==> src/rtl/core/slcan_line_parser_macros.svh <==
// assertion macros shared by the slcan line parser modules
`ifndef SLCAN_LINE_PARSER_MACROS_SVH
`define SLCAN_LINE_PARSER_MACROS_SVH

// condition must hold in the same cycle as the trigger
`define SLCAN_ASSERT_SAME(label, clk, rst_n, ante, cons) \
	label: assert property (@(posedge clk) disable iff (!rst_n) (ante) |-> (cons)) \
		else $error("slcan: same-cycle check failed");

// condition must hold in the cycle after the trigger
`define SLCAN_ASSERT_NEXT(label, clk, rst_n, ante, cons) \
	label: assert property (@(posedge clk) disable iff (!rst_n) (ante) |=> (cons)) \
		else $error("slcan: next-cycle check failed");

`endif

==> src/rtl/core/slcan_pkg.sv <==
// shared constants, types and character helpers of the slcan line parser
package slcan_pkg;

	localparam int LINE_DEPTH = 32;
	localparam int CNT_W      = $clog2(LINE_DEPTH + 1);
	localparam int ADDR_W     = $clog2(LINE_DEPTH);
	localparam int POS_W      = 5;
	localparam int CHAR_W     = 7;
	localparam int NIB_W      = 4;
	localparam int NIB_N      = 16;
	localparam int ID_W       = 29;
	localparam int STD_ID_W   = 11;
	localparam int DLC_W      = 4;
	localparam int DATA_W     = 64;

	// last line position the decoder ever needs (extended data frame, eight bytes)
	localparam logic [POS_W-1:0] MAX_POS = 5'd25;
	localparam logic [DLC_W-1:0] DLC_MAX = 4'd8;
	localparam logic [POS_W-1:0] STD_DIGITS = 5'd3;
	localparam logic [POS_W-1:0] EXT_DIGITS = 5'd8;

	// raw byte codes
	localparam logic [7:0] BYTE_SPACE = 8'h20;
	localparam logic [7:0] BYTE_TILDE = 8'h7e;
	localparam logic [7:0] BYTE_CRET  = 8'h0d;
	localparam logic [7:0] BYTE_BKSP  = 8'h08;
	localparam logic [7:0] BYTE_DEL   = 8'h7f;

	// stored character codes
	localparam logic [CHAR_W-1:0] CH_ZERO  = 7'h30;
	localparam logic [CHAR_W-1:0] CH_EIGHT = 7'h38;
	localparam logic [CHAR_W-1:0] CH_NINE  = 7'h39;
	localparam logic [CHAR_W-1:0] CH_UA    = 7'h41;
	localparam logic [CHAR_W-1:0] CH_UF    = 7'h46;
	localparam logic [CHAR_W-1:0] CH_LA    = 7'h61;
	localparam logic [CHAR_W-1:0] CH_LF    = 7'h66;
	localparam logic [CHAR_W-1:0] CH_UP_ALPHA_OFS = 7'h37;
	localparam logic [CHAR_W-1:0] CH_LO_ALPHA_OFS = 7'h57;
	localparam logic [CHAR_W-1:0] CMD_EXT_DATA = 7'h54;
	localparam logic [CHAR_W-1:0] CMD_STD_DATA = 7'h74;
	localparam logic [CHAR_W-1:0] CMD_EXT_RTR  = 7'h52;
	localparam logic [CHAR_W-1:0] CMD_STD_RTR  = 7'h72;

	typedef enum logic [1:0] {
		STAT_OK      = 2'd0,
		STAT_REJECT  = 2'd1,
		STAT_BAD_HEX = 2'd2
	} slcan_status_t;

	typedef enum logic [1:0] {
		BYTE_PRINT,
		BYTE_CR,
		BYTE_ERASE,
		BYTE_OTHER
	} slcan_class_t;

	typedef enum logic [1:0] {
		ST_IDLE,
		ST_RUN,
		ST_DONE
	} slcan_state_t;

	// parse kick-off from the line store to the decoder
	typedef struct packed {
		logic             start;
		logic [CNT_W-1:0] len;
	} slcan_start_t;

	function automatic slcan_class_t byte_class(input logic [7:0] b);
		slcan_class_t cls;
		if (b >= BYTE_SPACE && b <= BYTE_TILDE) begin
			cls = BYTE_PRINT;
		end else if (b == BYTE_CRET) begin
			cls = BYTE_CR;
		end else if (b == BYTE_BKSP || b == BYTE_DEL) begin
			cls = BYTE_ERASE;
		end else begin
			cls = BYTE_OTHER;
		end
		return cls;
	endfunction

	function automatic logic hex_ok(input logic [CHAR_W-1:0] c);
		return (c >= CH_ZERO && c <= CH_NINE) || (c >= CH_UA && c <= CH_UF) ||
			(c >= CH_LA && c <= CH_LF);
	endfunction

	// nibble value of a hex digit, zero for anything else
	function automatic logic [NIB_W-1:0] hex_val(input logic [CHAR_W-1:0] c);
		logic [CHAR_W-1:0] d;
		if (c >= CH_ZERO && c <= CH_NINE) begin
			d = c - CH_ZERO;
		end else if (c >= CH_UA && c <= CH_UF) begin
			d = c - CH_UP_ALPHA_OFS;
		end else if (c >= CH_LA && c <= CH_LF) begin
			d = c - CH_LO_ALPHA_OFS;
		end else begin
			d = '0;
		end
		return d[NIB_W-1:0];
	endfunction

endpackage

==> src/rtl/core/slcan_line_parser.sv <==
// slcan line parser top level: input word handshake, line store and frame decoder
//
// Printable, erase and other control words are taken one per cycle while in_stall
// is low and edit the line store in that cycle. A carriage return starts the
// decoder, which reads the line back through the store's single registered read
// port, one character per cycle, with in_stall high; a rejected command gives the
// shortest parse and an extended data frame with eight bytes (26 characters) the
// longest. The result word then sits in an output register, so new input words are
// taken while it waits; a parse that ends while that register is still full keeps
// in_stall high until the word is taken. The store has no reset or clearing pass;
// only characters below the fill count are ever used.

module slcan_line_parser (
	input  logic                          clk,
	input  logic                          arst_n,
	input  logic                          in_valid,
	output logic                          in_stall,
	input  logic [7:0]                    rx_byte,
	output logic                          out_valid,
	input  logic                          out_stall,
	output logic [1:0]                    status,
	output logic                          extended_id,
	output logic                          remote_request,
	output logic [slcan_pkg::ID_W-1:0]    frame_id,
	output logic [slcan_pkg::DLC_W-1:0]   data_length,
	output logic [slcan_pkg::DATA_W-1:0]  payload
);
	import slcan_pkg::*;

	logic               busy;
	logic               accept;
	logic [ADDR_W-1:0]  rd_addr;
	logic [CHAR_W-1:0]  rd_data;
	slcan_start_t       start;

	// input is held off while a line is parsed and until its result is loaded
	assign in_stall = busy;
	assign accept   = in_valid && !busy;

	slcan_line_store u_store (
		.clk     (clk),
		.arst_n  (arst_n),
		.accept  (accept),
		.rx_byte (rx_byte),
		.rd_addr (rd_addr),
		.rd_data (rd_data),
		.start   (start)
	);

	slcan_frame_decode u_decode (
		.clk            (clk),
		.arst_n         (arst_n),
		.start          (start),
		.busy           (busy),
		.rd_addr        (rd_addr),
		.rd_data        (rd_data),
		.out_valid      (out_valid),
		.out_stall      (out_stall),
		.status         (status),
		.extended_id    (extended_id),
		.remote_request (remote_request),
		.frame_id       (frame_id),
		.data_length    (data_length),
		.payload        (payload)
	);

endmodule

==> src/rtl/core/slcan_line_store.sv <==
// line memory with fill count and line editing for the slcan parser
`include "slcan_line_parser_macros.svh"

module slcan_line_store (
	input  logic                          clk,
	input  logic                          arst_n,
	input  logic                          accept,
	input  logic [7:0]                    rx_byte,
	input  logic [slcan_pkg::ADDR_W-1:0]  rd_addr,
	output logic [slcan_pkg::CHAR_W-1:0]  rd_data,
	output slcan_pkg::slcan_start_t       start
);
	import slcan_pkg::*;

	logic [CHAR_W-1:0] mem [LINE_DEPTH];
	logic [CHAR_W-1:0] rd_data_q;
	logic [CNT_W-1:0]  fill_q;
	slcan_class_t      cls;
	logic              full;

	// classify incoming word
	always_comb begin
		cls  = byte_class(rx_byte);
		full = (fill_q == CNT_W'(LINE_DEPTH));
	end

	// fill count editing
	always_ff @(posedge clk or negedge arst_n) begin
		if (!arst_n) begin
			fill_q <= '0;
		end else if (accept) begin
			case (cls)
				BYTE_PRINT: fill_q <= full ? '0 : fill_q + 1'b1;
				BYTE_ERASE: begin
					if (fill_q != '0) begin
						fill_q <= fill_q - 1'b1;
					end
				end
				default:    fill_q <= '0;
			endcase
		end
	end

	// single write port, registered read port
	always_ff @(posedge clk) begin
		if (accept && cls == BYTE_PRINT && !full) begin
			mem[fill_q[ADDR_W-1:0]] <= rx_byte[CHAR_W-1:0];
		end
		rd_data_q <= mem[rd_addr];
	end

	// carriage return hands the line length to the decoder
	always_comb begin
		rd_data     = rd_data_q;
		start.start = accept && cls == BYTE_CR;
		start.len   = fill_q;
	end

	`SLCAN_ASSERT_SAME(a_fill_bound, clk, arst_n, 1'b1, fill_q <= CNT_W'(LINE_DEPTH))

endmodule

==> src/rtl/core/slcan_frame_decode.sv <==
// sequential frame decoder: walks the stored line one character per cycle
`include "slcan_line_parser_macros.svh"

module slcan_frame_decode (
	input  logic                          clk,
	input  logic                          arst_n,
	input  slcan_pkg::slcan_start_t       start,
	output logic                          busy,
	output logic [slcan_pkg::ADDR_W-1:0]  rd_addr,
	input  logic [slcan_pkg::CHAR_W-1:0]  rd_data,
	output logic                          out_valid,
	input  logic                          out_stall,
	output logic [1:0]                    status,
	output logic                          extended_id,
	output logic                          remote_request,
	output logic [slcan_pkg::ID_W-1:0]    frame_id,
	output logic [slcan_pkg::DLC_W-1:0]   data_length,
	output logic [slcan_pkg::DATA_W-1:0]  payload
);
	import slcan_pkg::*;

	slcan_state_t state_q, state_n;
	logic [CNT_W-1:0] len_q;
	logic [POS_W-1:0] rd_pos_q;
	logic             vld_s1;
	logic [POS_W-1:0] pos_s1;

	// working registers
	logic                       ext_q, rtr_q, bad_q;
	logic [ID_W-1:0]            id_q;
	logic [DLC_W-1:0]           dlc_q;
	logic [NIB_W-1:0]           nib_q;
	logic [NIB_N-1:0][NIB_W-1:0] pay_q;
	slcan_status_t              stat_q;

	// next values
	logic                       ext_n, rtr_n, bad_n;
	logic [ID_W-1:0]            id_n;
	logic [DLC_W-1:0]           dlc_n;
	logic [NIB_W-1:0]           nib_n;
	logic [NIB_N-1:0][NIB_W-1:0] pay_n;
	slcan_status_t              fin_stat;
	logic                       fin;

	// output register
	logic                 out_valid_q;
	slcan_status_t        out_stat_q;
	logic                 out_ext_q, out_rtr_q;
	logic [ID_W-1:0]      out_id_q;
	logic [DLC_W-1:0]     out_dlc_q;
	logic [DATA_W-1:0]    out_pay_q;

	logic [CHAR_W-1:0] c;
	logic [CHAR_W-1:0] c_off;
	logic [NIB_W-1:0]  hv;
	logic              hok;
	logic [POS_W-1:0]  digits, dlc_pos, data_end;
	logic              load;

	// character at the position in stage 1, past the line end reads as nul
	always_comb begin
		c        = (CNT_W'(pos_s1) < len_q) ? rd_data : '0;
		c_off    = c - CH_ZERO;
		hv       = hex_val(c);
		hok      = hex_ok(c);
		digits   = ext_q ? EXT_DIGITS : STD_DIGITS;
		dlc_pos  = digits + 1'b1;
		data_end = dlc_pos + {dlc_q, 1'b0};
	end

	// per-character decode step
	always_comb begin
		ext_n    = ext_q;
		rtr_n    = rtr_q;
		bad_n    = bad_q;
		id_n     = id_q;
		dlc_n    = dlc_q;
		nib_n    = nib_q;
		pay_n    = pay_q;
		fin      = 1'b0;
		fin_stat = STAT_OK;
		if (vld_s1) begin
			if (pos_s1 == '0) begin
				ext_n = 1'b0;
				rtr_n = 1'b0;
				bad_n = 1'b0;
				id_n  = '0;
				dlc_n = '0;
				nib_n = '0;
				pay_n = '0;
				case (c)
					CMD_EXT_DATA: ext_n = 1'b1;
					CMD_STD_DATA: ext_n = 1'b0;
					CMD_EXT_RTR: begin
						ext_n = 1'b1;
						rtr_n = 1'b1;
					end
					CMD_STD_RTR:  rtr_n = 1'b1;
					default: begin
						fin      = 1'b1;
						fin_stat = STAT_REJECT;
					end
				endcase
			end else if (pos_s1 <= digits) begin
				// identifier digit
				id_n  = {id_q[ID_W-NIB_W-1:0], hv};
				bad_n = bad_q | ~hok;
				if (pos_s1 == POS_W'(1) && rtr_q && !ext_q && c > CH_NINE) begin
					fin      = 1'b1;
					fin_stat = STAT_REJECT;
				end
			end else if (pos_s1 == dlc_pos) begin
				// length digit
				if (ext_q && !rtr_q) begin
					if (bad_q || !hok || hv > DLC_MAX) begin
						fin      = 1'b1;
						fin_stat = STAT_REJECT;
					end else begin
						dlc_n = hv;
					end
				end else if (c < CH_ZERO || c > CH_EIGHT) begin
					fin      = 1'b1;
					fin_stat = STAT_REJECT;
				end else begin
					dlc_n = c_off[DLC_W-1:0];
				end
				if (!fin && (rtr_q || dlc_n == '0)) begin
					fin      = 1'b1;
					fin_stat = bad_q ? STAT_BAD_HEX : STAT_OK;
				end
			end else begin
				// data nibble, first nibble lands in the top of the payload
				pay_n[NIB_W'(NIB_N-1) - nib_q] = hv;
				bad_n = bad_q | ~hok;
				nib_n = nib_q + 1'b1;
				if (pos_s1 == data_end) begin
					fin      = 1'b1;
					fin_stat = bad_n ? STAT_BAD_HEX : STAT_OK;
				end
			end
		end
	end

	// next state
	always_comb begin
		state_n = state_q;
		case (state_q)
			ST_IDLE: begin
				if (start.start) begin
					state_n = ST_RUN;
				end
			end
			ST_RUN: begin
				if (fin) begin
					state_n = ST_DONE;
				end
			end
			ST_DONE: begin
				if (load) begin
					state_n = ST_IDLE;
				end
			end
			default: state_n = ST_IDLE;
		endcase
	end

	// state outputs
	always_comb begin
		busy    = (state_q != ST_IDLE);
		rd_addr = ADDR_W'(rd_pos_q);
		load    = (state_q == ST_DONE) && (!out_valid_q || !out_stall);
	end

	// control registers
	always_ff @(posedge clk or negedge arst_n) begin
		if (!arst_n) begin
			state_q  <= ST_IDLE;
			rd_pos_q <= '0;
			len_q    <= '0;
			vld_s1   <= 1'b0;
			pos_s1   <= '0;
		end else begin
			state_q <= state_n;
			if (state_q == ST_IDLE && start.start) begin
				rd_pos_q <= '0;
				len_q    <= start.len;
			end else if (state_q == ST_RUN) begin
				rd_pos_q <= rd_pos_q + 1'b1;
			end
			vld_s1 <= (state_q == ST_RUN) && !fin;
			pos_s1 <= rd_pos_q;
		end
	end

	// working registers
	always_ff @(posedge clk) begin
		ext_q <= ext_n;
		rtr_q <= rtr_n;
		bad_q <= bad_n;
		id_q  <= id_n;
		dlc_q <= dlc_n;
		nib_q <= nib_n;
		pay_q <= pay_n;
		if (fin) begin
			stat_q <= fin_stat;
		end
	end

	// result word register
	always_ff @(posedge clk or negedge arst_n) begin
		if (!arst_n) begin
			out_valid_q <= 1'b0;
		end else if (load) begin
			out_valid_q <= 1'b1;
		end else if (!out_stall) begin
			out_valid_q <= 1'b0;
		end
	end

	always_ff @(posedge clk) begin
		if (load) begin
			out_stat_q <= stat_q;
			if (stat_q == STAT_OK) begin
				out_ext_q <= ext_q;
				out_rtr_q <= rtr_q;
				out_id_q  <= ext_q ? id_q : {{(ID_W-STD_ID_W){1'b0}}, id_q[STD_ID_W-1:0]};
				out_dlc_q <= dlc_q;
				out_pay_q <= pay_q;
			end else begin
				out_ext_q <= 1'b0;
				out_rtr_q <= 1'b0;
				out_id_q  <= '0;
				out_dlc_q <= '0;
				out_pay_q <= '0;
			end
		end
	end

	assign out_valid      = out_valid_q;
	assign status         = out_stat_q;
	assign extended_id    = out_ext_q;
	assign remote_request = out_rtr_q;
	assign frame_id       = out_id_q;
	assign data_length    = out_dlc_q;
	assign payload        = out_pay_q;

	`SLCAN_ASSERT_NEXT(a_start_runs, clk, arst_n, start.start, state_q == ST_RUN)
	`SLCAN_ASSERT_SAME(a_pos_bound, clk, arst_n, vld_s1, pos_s1 <= MAX_POS)
	`SLCAN_ASSERT_SAME(a_reject_clean, clk, arst_n, out_valid_q && out_stat_q != STAT_OK, out_id_q == '0 && out_pay_q == '0 && out_dlc_q == '0)

endmodule
==> config.mk <==
export PLATFORM = sky130hd
export DESIGN_NAME = slcan_line_parser
export DESIGN_NICKNAME = d
export VERILOG_FILES = /design/src/rtl/core/slcan_pkg.sv /design/src/rtl/core/slcan_line_parser.sv /design/src/rtl/core/slcan_line_store.sv /design/src/rtl/core/slcan_frame_decode.sv
export VERILOG_INCLUDE_DIRS = /design/src /design/src/rtl/core
export SDC_FILE = /design/constraint.sdc
export NUM_CORES = 1
export LEC_CHECK = 0
export BUFFER_PORTS_ARGS = -buffer_cell sky130_fd_sc_hd__buf_4
export CAP_MARGIN = 20
export CORE_MARGIN = 2
export CORE_UTILIZATION = 40
export CTS_BUF_LIST = sky130_fd_sc_hd__clkbuf_16
export CTS_CLUSTER_SIZE = 20
export DETAILED_ROUTE_END_ITERATION = 7
export PLACE_DENSITY = 0.66
export REMOVE_ABC_BUFFERS = 1
export SYNTH_ARGS = -nofsm -noshare
export SYNTH_HDL_FRONTEND = slang
export SYNTH_SLANG_ARGS = --single-unit
export TNS_END_PERCENT = 10
==> constraint.sdc <==
create_clock -name clk -period 16.2 [get_ports clk]
set_clock_uncertainty 0.2 [all_clocks]
set_input_delay 3.24 -clock clk [delete_from_list [all_inputs] [get_ports clk]]
set_output_delay 3.24 -clock clk [all_outputs]
set_load 0.02 [all_outputs]
==> impl_metrics.csv, run 1 <==
group,metric,value,unit
pwr,clock_power_share,33.5,%
sta,tightest_slew,1110,ps
sta,fmax,0.171,GHz
pwr,sw_frac_of_total,28.5,%
floorplan,dieArea,50900,um2
clocking,cts_root_buffer,"clkbuf_16",
synth,ys_seq_elements,464,
drt,wl_per_cell,19.6,um
clocking,tritoncts,"built",
sta,slew_headroom,25.5,%
synth,yosysTopAreaCell,"edfxtp_1",
pwr,internal_power,2.34,mW
job,max-cap-violations,0,
synth,synth_area,19600,um2
finish,areaGrowthSynthToFinish,16.1,%
worst_setup_path,crit_type,"input pin to flop",
finish,nNetsFinal,1419,
worst_setup_path,cp_max_fo,35,
global_routing,grt_pass1_wl,63600,um
synth,synth_warnings,0,
sta,timing.final.crit_share,36.1,%
floorplan,initial_core_util,40.3,%
floorplan,dieHeight,226,um
synth,syn_inst,1278,
placed_design,dp_hpwl,25300,um
finish,layout-drive-gt1-share,22.0,%
drt,drt_wl_total,41000,um
pwr,seqPwrFrac,44.8,%
clocking,cts_hold_buf,0,
worst_setup_path,r2r_cells,14,
worst_setup_path,path_cells,"buf_4 > and3_1 > a211oi_1 > nand2_1 > nor2_1 > nand2_1 > nor2_1",
sta,min_period,5840,ps
drt,via_per_inst,5.31,
synth,synthTopCellsByCount,"edfxtp_1 (431), nand2_1 (98), nor2_1 (96)",
drt,ant_nets,0,
synth,synth-edff-count,431,
clocking,clockBufferDepth,3,
drt,firstDrtPassIters,5,
sta,setup_violations,0,
clocking,clkTransAtPathRegs,60,ps
finish,final_core_util,46.8,%
finish,multi_input_area,5570,um2
floorplan,coreArea,48700,um2
floorplan,die_w,226,um
placed_design,io_buffers,114,
drt,drt_iter0_drc,1435,
worst_setup_path,crit_family,"simple AND/OR/NAND/NOR gates",
sta,rsz0062_at_grt,"no",
pwr,power_switching,0.933,mW
worst_setup_path,path_buf_inv,1,
synth,synth_cell_types,79,
finish,fillers,4147,
pwr,power,3.27,mW
worst_setup_path,worst_setup_path_end_kind,"flop",
min_path,hold_path_class,"flop to flop",
floorplan,pin_count,115,
worst_setup_path,path_depth,7,
pwr,powerDensity,143,nW/um2
worst_setup_path,cpPeakStageDelay,600,ps
synth,synth_ff_type,"edfxtp_1",
min_path,whs_path_depth,0,
worst_setup_path,cp_slowest_cell,"nor2_1",
sta,slew_violations,0,
global_routing,antenna_found_initial,0,
synth,seq_area_frac_synth,69.9,%
clocking,insertion_delay,580,ps
global_routing,grt_overflow,0,
pwr,p_leak,7.95,nW
global_routing,grt_start_max_net_pins,107,
outcome,outcome,"finished clean",
global_routing,grt_usage,16.2,%
clocking,cts_setup_buffers,0,
drt,drc,0,
finish,stdcell_count,2087,
floorplan,std_cell_rows,81,
finish,stdcell_area,22800,um2
clocking,ctsResizeCount,0,
worst_setup_path,cp-start-kind,"input pin",
pwr,combPwrFrac,21.6,%
synth,async_flop_share,5.60,%
sta,final.setup.tns,0,ps
finish,diodes,0,
synth,postSynthAreaPerCell,15.4,um2
placed_design,place_inst,1996,
global_routing,grt_pass1_vias,10900,
clocking,cts_buffers,48,
clocking,h-tree-depth,2,
placed_design,place.gp.congestion,0.834,
clocking,clock_sink_count,464,
finish,register_area,13700,um2
drt,num_vias,11100,
pwr,irDropWorstVdd,0.103,mV
synth,synth_area_leaders,"edfxtp_1 (66%), mux4_2 (8.0%), dfrtp_1 (3.3%)",
worst_setup_path,required,16200,ps
synth,synth.most_common_cell,"edfxtp_1",
placed_design,postPlaceCellArea,21200,um2
worst_setup_path,crit_arrival,5850,ps
synth,synth_top_cell_area_share,65.9,%
sta,finalHoldViolCount,0,
-- through the flow --
step | hold WS, ps | worst slack [ps]
after floorplan | 270 | 7270
after global placement | 275 | 9900
after detailed placement | 276 | 9830
after CTS | 289 | 10450
after global routing | 299 | 10180
final | 287 | 10360
-- kinds of logic after synthesis --
family / count (synthesis) / share of synthesized area (%)
fa+ha+maj: 23 / 1.50
buf+inv: 95 / 1.96
simple gates: 436 / 11.2
xor+xnor: 13 / 0.580
mux: 100 / 9.62
flops: 464 / 69.9
compound gates: 147 / 5.19
-- placed cells by master (no fill, tap or decap), types with 4 or more instances in the layout --
cell / count
ha_1: 22
o22ai_1: 5
and2_1: 83
mux2_2: 10
a31oi_1: 5
clkinv_1: 8
and3_1: 20
buf_4: 126
inv_1: 32
a21oi_1: 61
nand3b_1: 4
bufinv_16: 6
nor3_1: 9
edfxtp_1: 431
clkinv_2: 10
dfrtp_1: 24
nor2b_1: 33
xor2_1: 7
xnor2_1: 6
nand2_1: 98
nand4_1: 4
a211oi_1: 5
mux4_2: 70
o21ai_0: 16
a22oi_1: 4
nand3_1: 58
o31ai_1: 6
mux2i_1: 20
nand2b_1: 5
clkbuf_16: 48
nor2_1: 93
dfxtp_1: 7
-- layout make-up --
type	instances	area share, %
repair buffers	128	4.39
multi-input cells	719	24.4
flip-flops and latches	464	60.2
clock buffers	48	5.27
inverters	23	0.378
clock inverters	41	1.66
well taps	664	3.64
-- layer usage --
layer | vias up | global-route usage [%] | routed length (um)
met1 | 5499 | 23.2 | 18200
li1 | 5079 | - | -
met5 | - | 0 | 0
met2 | 451 | 25.2 | 19000
met4 | 0 | 4.79 | 897
met3 | 61 | 2.99 | 2850
-- power by group through the flow --
| stage | logic [mW] | clock network, mW | registers, mW |
|---|---|---|---|
| floorplan | 0.479 | 0 | 1.51 |
| global placement | 0.684 | 0 | 1.49 |
| detailed placement | 0.693 | 0 | 1.49 |
| CTS | 0.697 | 1.12 | 1.47 |
| global route | 0.774 | 1.16 | 1.48 |
| finish | 0.708 | 1.10 | 1.47 |
-- path summary, 6_finish.rpt --
check	start	end	slack [ps]
setup / recovery	rx_byte[0]	u_store.mem[3][2]$_DFFE_PP_	10360
hold / removal	u_decode.rd_addr[0]$_DFFE_PN0P_	u_decode.pos_s1[0]$_DFF_PN0_	290
setup reg to reg	u_decode.pos_s1[3]$_DFF_PN0_	u_decode.stat_q[1]$_SDFFCE_PP0P_	11660
hold reg to reg	u_decode.rd_addr[0]$_DFFE_PN0P_	u_decode.pos_s1[0]$_DFF_PN0_	290
max in group asynchronous	arst_n	u_decode.rd_addr[0]$_DFFE_PN0P_	13150
min in group asynchronous	arst_n	u_store.fill_q[1]$_DFFE_PN0P_	2360
-- flip-flops by register name, summed over array words and instances, names as in the netlist, 5 cells and up --
name	count
u_decode.frame_id	29
u_decode.id_q	29
u_decode.len_q	6
u_decode.pay_q	64
u_decode.payload	64
u_decode.pos_s1	5
u_decode.rd_addr	5
u_store.fill_q	6
u_store.mem	224
u_store.rd_data	7
-- worst reg2reg max path: stages, from the launching register on --
cell and delay, ps:
dfrtp_1 430, ha_1 350, a211oi_2 300, o21ai_2 150, nand2_1 260, nand2_1 160
ha_1 310, o21bai_1 200, o211ai_1 380, nand3b_1 190, a2111oi_4 560, or3_1 210
and2_1 160, a41oi_1 110, o31ai_1 370
Note: power is estimated with default switching activity, not from simulation.
==> inputs of run 2 (changes only) <==
- clock period: 16.2 -> 6.01 ns (I/O delays scaled with it)
==> run 2 against run 1 <==
  * Critical path depth up 7
  * Largest cell class unchanged
  * Die area unchanged
  * Clock power rose to 2.6 times the previous value
==> impl_metrics.csv, run 2 (synthesized netlist as in run 1, its figures left out) <==
group,metric,value,unit
worst_setup_path,cp-start-kind,"flop",
job,max-cap-violations,0,
worst_setup_path,required,6040,ps
drt,via_per_inst,5.33,
floorplan,dieHeight,226,um
placed_design,dp_slack,1690,ps
sta,rsz0062_at_grt,"no",
drt,num_vias,11100,
floorplan,std_cell_rows,81,
floorplan,initial_core_util,40.3,%
clocking,ctsResizeCount,0,
worst_setup_path,crit_arrival,4340,ps
pwr,powerDensity,383,nW/um2
clocking,cts_hold_buf,0,
drt,drt_wl_total,40100,um
floorplan,die_w,226,um
worst_setup_path,crit_family,"compound AO/OA/AOI/OAI gates",
sta,finalHoldViolCount,0,
outcome,outcome,"finished clean",
pwr,p_leak,7.91,nW
global_routing,antenna_found_initial,0,
placed_design,dp_hpwl,24900,um
pwr,power_switching,2.49,mW
sta,setup_violations,0,
worst_setup_path,path_cells,"ha_1 > o211ai_1 > o21ai_2 > nand2_1 > nand2_1 > inv_1 > ha_1 > o21bai_1 > o211ai_1 > nand3b_1 > a2111oi_4 > or3_1 > o211ai_2 > o21ai_2",
drt,firstDrtPassIters,7,
sta,tightest_slew,1120,ps
sta,slew_violations,0,
clocking,cts_root_buffer,"clkbuf_16",
finish,stdcell_area,22700,um2
sta,min_period,4300,ps
global_routing,grt_start_max_net_pins,105,
clocking,clockBufferDepth,3,
finish,nNetsFinal,1417,
sta,timing.final.crit_share,71.6,%
global_routing,grt_pass1_vias,10800,
global_routing,grt_pass1_wl,62400,um
clocking,clkTransAtPathRegs,70,ps
sta,slew_headroom,24.8,%
placed_design,io_buffers,114,
finish,largest_reg_flops,224,
pwr,irDropWorstVdd,0.256,mV
clocking,clock_sink_count,464,
floorplan,pin_count,115,
pwr,internal_power,6.21,mW
sta,setup_ws,1710,ps
finish,fillers,4129,
floorplan,dieArea,50900,um2
pwr,power,8.70,mW
finish,final_cell_mix,"edfxtp_1 (431), buf_4 (125), nand2_1 (98)",
global_routing,grt_usage,15.8,%
clocking,h-tree-depth,2,
sta,fin_hold_ws,317,ps
worst_setup_path,path_buf_inv,1,
pwr,seqPwrFrac,46.7,%
drt,ant_nets,0,
placed_design,postPlaceCellArea,21200,um2
drt,wl_per_cell,19.3,um
worst_setup_path,worst_setup_path_end_kind,"flop",
clocking,insertion_delay,590,ps
pwr,sw_frac_of_total,28.6,%
global_routing,grt_overflow,0,
finish,areaGrowthSynthToFinish,15.6,%
min_path,hold_path_class,"input pin to async pin",
pwr,clock_power_share,32.7,%
worst_setup_path,cp_max_fo,8,
clocking,tritoncts,"built",
pwr,combPwrFrac,20.6,%
drt,drt_iter0_drc,1284,
drt,drc,0,
worst_setup_path,cpPeakStageDelay,500,ps
clocking,cts_buffers,47,
finish,layout-drive-gt1-share,21.7,%
clocking,cts_setup_buffers,0,
sta,fmax,0.232,GHz
finish,diodes,0,
finish,mostFrequentLayoutCell,"edfxtp_1",
worst_setup_path,crit_type,"flop to flop",
worst_setup_path,cp_slowest_cell,"a2111oi_4",
floorplan,coreArea,48700,um2
placed_design,place.gp.congestion,0.876,
[run 2: layer usage]
metal | global-route usage (%) | wire length (um) | vias to the layer above
met4 | 4.79 | 832 | 0
met3 | 2.95 | 2790 | 58
met5 | 0 | 0 | -
met2 | 24.3 | 18500 | 437
li1 | - | - | 5062
met1 | 22.9 | 18000 | 5525
[run 2: power groups by stage]
| stage | Sequential [mW] | Combinational [mW] | Clock, mW |
|---|---|---|---|
| floorplan | 4.07 | 1.29 | 0 |
| global placement | 4.15 | 1.71 | 0 |
| detailed placement | 4.16 | 1.74 | 0 |
| CTS | 4.09 | 1.75 | 2.91 |
| global route | 4.10 | 1.93 | 3.03 |
| finish | 4.06 | 1.79 | 2.85 |
[run 2: metrics by stage]
step / std cells / setup TNS [ps] / util (%)
after detailed placement: 1996 / 0 / 43.5
after CTS: 2080 / 0 / 46.5
final: 2081 / 0 / 46.6
after global placement: 1996 / 0 / 43.5
after floorplan: 1206 / -121630 / -
after global routing: 2081 / 0 / 46.6
[run 2: worst register-to-register path, cell delays in order (launching register included)]
cell and delay [ps]:
dfrtp_1 420, ha_1 330, o211ai_1 130, o21ai_2 240, nand2_1 250, nand2_1 190
inv_1 70, ha_1 250, o21bai_1 210, o211ai_1 340, nand3b_1 180, a2111oi_4 500
or3_1 200, o211ai_2 100, o21ai_2 340
[run 2: final timing paths]
path,start,to,slack (ps),cells past startpoint
worst max-delay path,u_decode.pos_s1[3]$_DFF_PN0_,u_decode.stat_q[0]$_SDFFCE_PN0P_,1710,14
worst min-delay path,arst_n,u_store.fill_q[4]$_DFFE_PN0P_,320,1
worst max register to register,u_decode.pos_s1[3]$_DFF_PN0_,u_decode.stat_q[0]$_SDFFCE_PN0P_,1710,14
worst min register to register,u_decode.len_q[0]$_DFFE_PN0P_,u_decode.len_q[0]$_DFFE_PN0P_,330,1
max in group asynchronous,arst_n,u_decode.rd_addr[0]$_DFFE_PN0P_,5020,1
min in group clk,u_decode.len_q[0]$_DFFE_PN0P_,u_decode.len_q[0]$_DFFE_PN0P_,330,1
[run 2: final cells by class]
type,count,area [um2],area share [%]
clock buffer,47,1180,5.18
clock inverter,37,323,1.42
inverter,23,86.3,0.380
multi-input combinational,719,5570,24.5
sequential,464,13700,60.5
tap,664,831,3.66
timing repair buffer,127,986,4.34
==> inputs of run 3 (changes only) <==
- ABC_AREA: default -> 1
- clock period: 6.01 -> 4.24 ns (I/O delays scaled with it)
==> run 3 against run 2 <==
  * Hold slack worse by 110 ps
  * Synthesized cell count is 35% higher
  * Highest routed layer unchanged
  * Register-to-register slack lost 1400 ps
  * Sequential power is 34% higher
  * Combinational power rose by 92%
  * Synthesized area increased by 0.52%
  * Critical endpoint is now u_decode.stat_q[1]$_SDFFCE_PP0P_
==> impl_metrics.csv, run 3 <==
group,metric,value,unit
worst_setup_path,r2r_end,"u_decode.stat_q[1]$_SDFFCE_PP0P_",
pwr,power,13.2,mW
placed_design,place.gp.congestion,0.875,
clocking,insertion_delay,570,ps
placed_design,dp_slack,288,ps
job,max-cap-violations,0,
global_routing,antenna_found_initial,1,
global_routing,grt_pass1_vias,12300,
floorplan,die_w,226,um
synth,synth_area_leaders,"edfxtp_1 (66%), nor2_1 (5.7%), o21ai_0 (5.2%)",
synth,synth_warnings,0,
clocking,tritoncts,"built",
finish,largest_reg_flops,224,
worst_setup_path,cp_slowest_cell,"dfrtp_1",
sta,setup_ws,327,ps
drt,num_vias,13000,
synth,synth_ff_type,"edfxtp_1",
worst_setup_path,crit_type,"flop to flop",
sta,setup_violations,0,
drt,drc,0,
pwr,p_leak,8.80,nW
floorplan,coreArea,48800,um2
finish,final_cell_mix,"edfxtp_1 (431), nor2_1 (296), inv_1 (219)",
worst_setup_path,cp_max_fo,10,
synth,synth_area,19700,um2
synth,yosysTopAreaCell,"edfxtp_1",
pwr,powerDensity,573,nW/um2
worst_setup_path,path_buf_inv,4,
drt,ant_nets,0,
floorplan,dieHeight,226,um
sta,timing.final.crit_share,92.3,%
sta,fin_hold_ws,207,ps
drt,via_per_inst,5.10,
clocking,clock_sink_count,464,
worst_setup_path,reg2reg_from,"u_decode.pos_s1[2]$_DFF_PN0_",
worst_setup_path,required,4320,ps
global_routing,grt_pass1_wl,67700,um
placed_design,place_inst,2453,
finish,areaGrowthSynthToFinish,16.5,%
sta,tightest_slew,1120,ps
synth,synthMuxAreaShare,0,%
min_path,hold_path_class,"flop to flop",
worst_setup_path,cp-start-kind,"flop",
worst_setup_path,ff2ff_setup_slack,330,ps
synth,synth-edff-count,431,
synth,synth_cell_types,46,
sta,slew_violations,0,
sta,min_period,3910,ps
synth,syn_inst,1723,
synth,yosys.area_share.simple,12.3,%
drt,drt_wl_total,43500,um
synth,seq_area_frac_synth,69.6,%
pwr,irDropWorstVdd,0.405,mV
sta,slew_headroom,25.0,%
floorplan,pin_count,115,
clocking,clkTransAtPathRegs,60,ps
synth,ys_seq_elements,464,
worst_setup_path,r2r_cells,28,
clocking,cts_buffers,49,
sta,fmax,0.256,GHz
clocking,cts_root_buffer,"clkbuf_16",
clocking,clockBufferDepth,3,
min_path,worstHoldStart,"u_decode.rd_addr[3]$_DFFE_PN0P_",
drt,firstDrtPassIters,6,
synth,synthAdderAreaFrac,1.50,%
global_routing,grt_overflow,0,
min_path,whs_path_depth,0,
floorplan,std_cell_rows,81,
placed_design,dp_hpwl,26900,um
drt,wl_per_cell,17.1,um
sta,finalHoldViolCount,0,
outcome,outcome,"finished clean",
worst_setup_path,crit_arrival,3990,ps
global_routing,grt_start_max_net_pins,116,
finish,nNetsFinal,1876,
synth,synth.most_common_cell,"edfxtp_1",
synth,async_flop_share,5.60,%
synth,synth_top_cell_area_share,65.6,%
drt,drt_iter0_drc,1180,
synth,synth_compound_area_share,10.3,%
global_routing,grt_usage,16.9,%
floorplan,initial_core_util,40.4,%
finish,layout-drive-gt1-share,13.7,%
finish,mostFrequentLayoutCell,"edfxtp_1",
synth,synth_xor_area_share,0.710,%
placed_design,io_buffers,114,
worst_setup_path,cpMostUsedCell,"nand2_1",
synth,synthTopCellsByCount,"edfxtp_1 (431), nor2_1 (298), inv_1 (212)",
floorplan,dieArea,51200,um2
synth,postSynthAreaPerCell,11.5,um2
min_path,min_to,"u_decode.pos_s1[3]$_DFF_PN0_",
clocking,h-tree-depth,2,
synth,synth_top_family_by_area,"simple AND/OR/NAND/NOR gates",
worst_setup_path,crit_family,"simple AND/OR/NAND/NOR gates",
worst_setup_path,cpPeakStageDelay,470,ps
finish,stdcell_count,2540,
worst_setup_path,worst_setup_path_end_kind,"flop",
==> run 3: logic make-up (layout without fill, tap and decap cells) <==
kind of cell             after synthesis  count (layout)
AND/OR/NAND/NOR                      559             559
flip-flops                           464             464
AO/OA/AOI/OAI                        367             367
buffers and inverters                294             446
adder cells (fa/ha/maj)               23              23
XOR/XNOR                              16              16
other                                  0               1
==> run 3: repair_timing <==
item | CTS | global route
hold buffers | 1 | 0
hold endpoints to repair | 26 | 0
resized for setup | 0 | 2
buffers inserted | 0 | 0
endpoints found under the setup margin | 0 | 3
==> run 3: area by class of cell <==
| cell class | count | area [um2] |
|---|---|---|
| timing repair buffer | 136 | 1050 |
| inverter | 225 | 855 |
| clock buffer | 49 | 1230 |
| fill | 4408 | 25800 |
| multi-input combinational | 965 | 4920 |
| tap | 664 | 831 |
| antenna | 1 | 2.50 |
| sequential | 464 | 13700 |
| clock inverter | 36 | 389 |
==> run 3: how the worst max path moves through the flow <==
stage | start | endpoint | cells after the start
2_1_floorplan | u_decode.pos_s1[2]$_DFF_PN0_ | u_decode.nib_q[0]$_SDFFCE_PN0P_ | 5
3_3_place_gp | u_decode.pos_s1[4]$_DFF_PN0_ | u_decode.stat_q[1]$_SDFFCE_PP0P_ | 33
3_5_place_dp | u_decode.pos_s1[4]$_DFF_PN0_ | u_decode.stat_q[1]$_SDFFCE_PP0P_ | 31
4_1_cts | u_decode.pos_s1[4]$_DFF_PN0_ | u_decode.stat_q[1]$_SDFFCE_PP0P_ | 29
5_1_grt | u_decode.pos_s1[4]$_DFF_PN0_ | u_decode.stat_q[1]$_SDFFCE_PP0P_ | 31
6_report | u_decode.pos_s1[2]$_DFF_PN0_ | u_decode.stat_q[1]$_SDFFCE_PP0P_ | 28
==> run 3: power breakdown <==
| part | switching [mW] | internal (mW) | total, mW |
|---|---|---|---|
| clock | 1.74 | 2.59 | 4.33 |
| combinational | 2.46 | 0.975 | 3.43 |
| sequential | 0.170 | 5.26 | 5.43 |
| total | 4.36 | 8.83 | 13.2 |
==> run 3: per-stage QoR <==
stage          util [%]  TNS, ps  area, um2
2_1_floorplan         -  -396860      19500
3_3_place_gp       43.8        0      21400
3_5_place_dp       43.8        0      21400
4_1_cts            47.1        0      23000
5_1_grt            47.1    -2.27      23000
6_report           47.1        0      23000
==> run 3: layer usage <==
layer	global-route usage [%]	vias up	part of all wire (%)
met5	0	-	0
li1	-	6226	-
met1	23.5	6214	44
met4	5.77	0	2.8
met3	2.84	83	6.2
met2	26.9	439	47
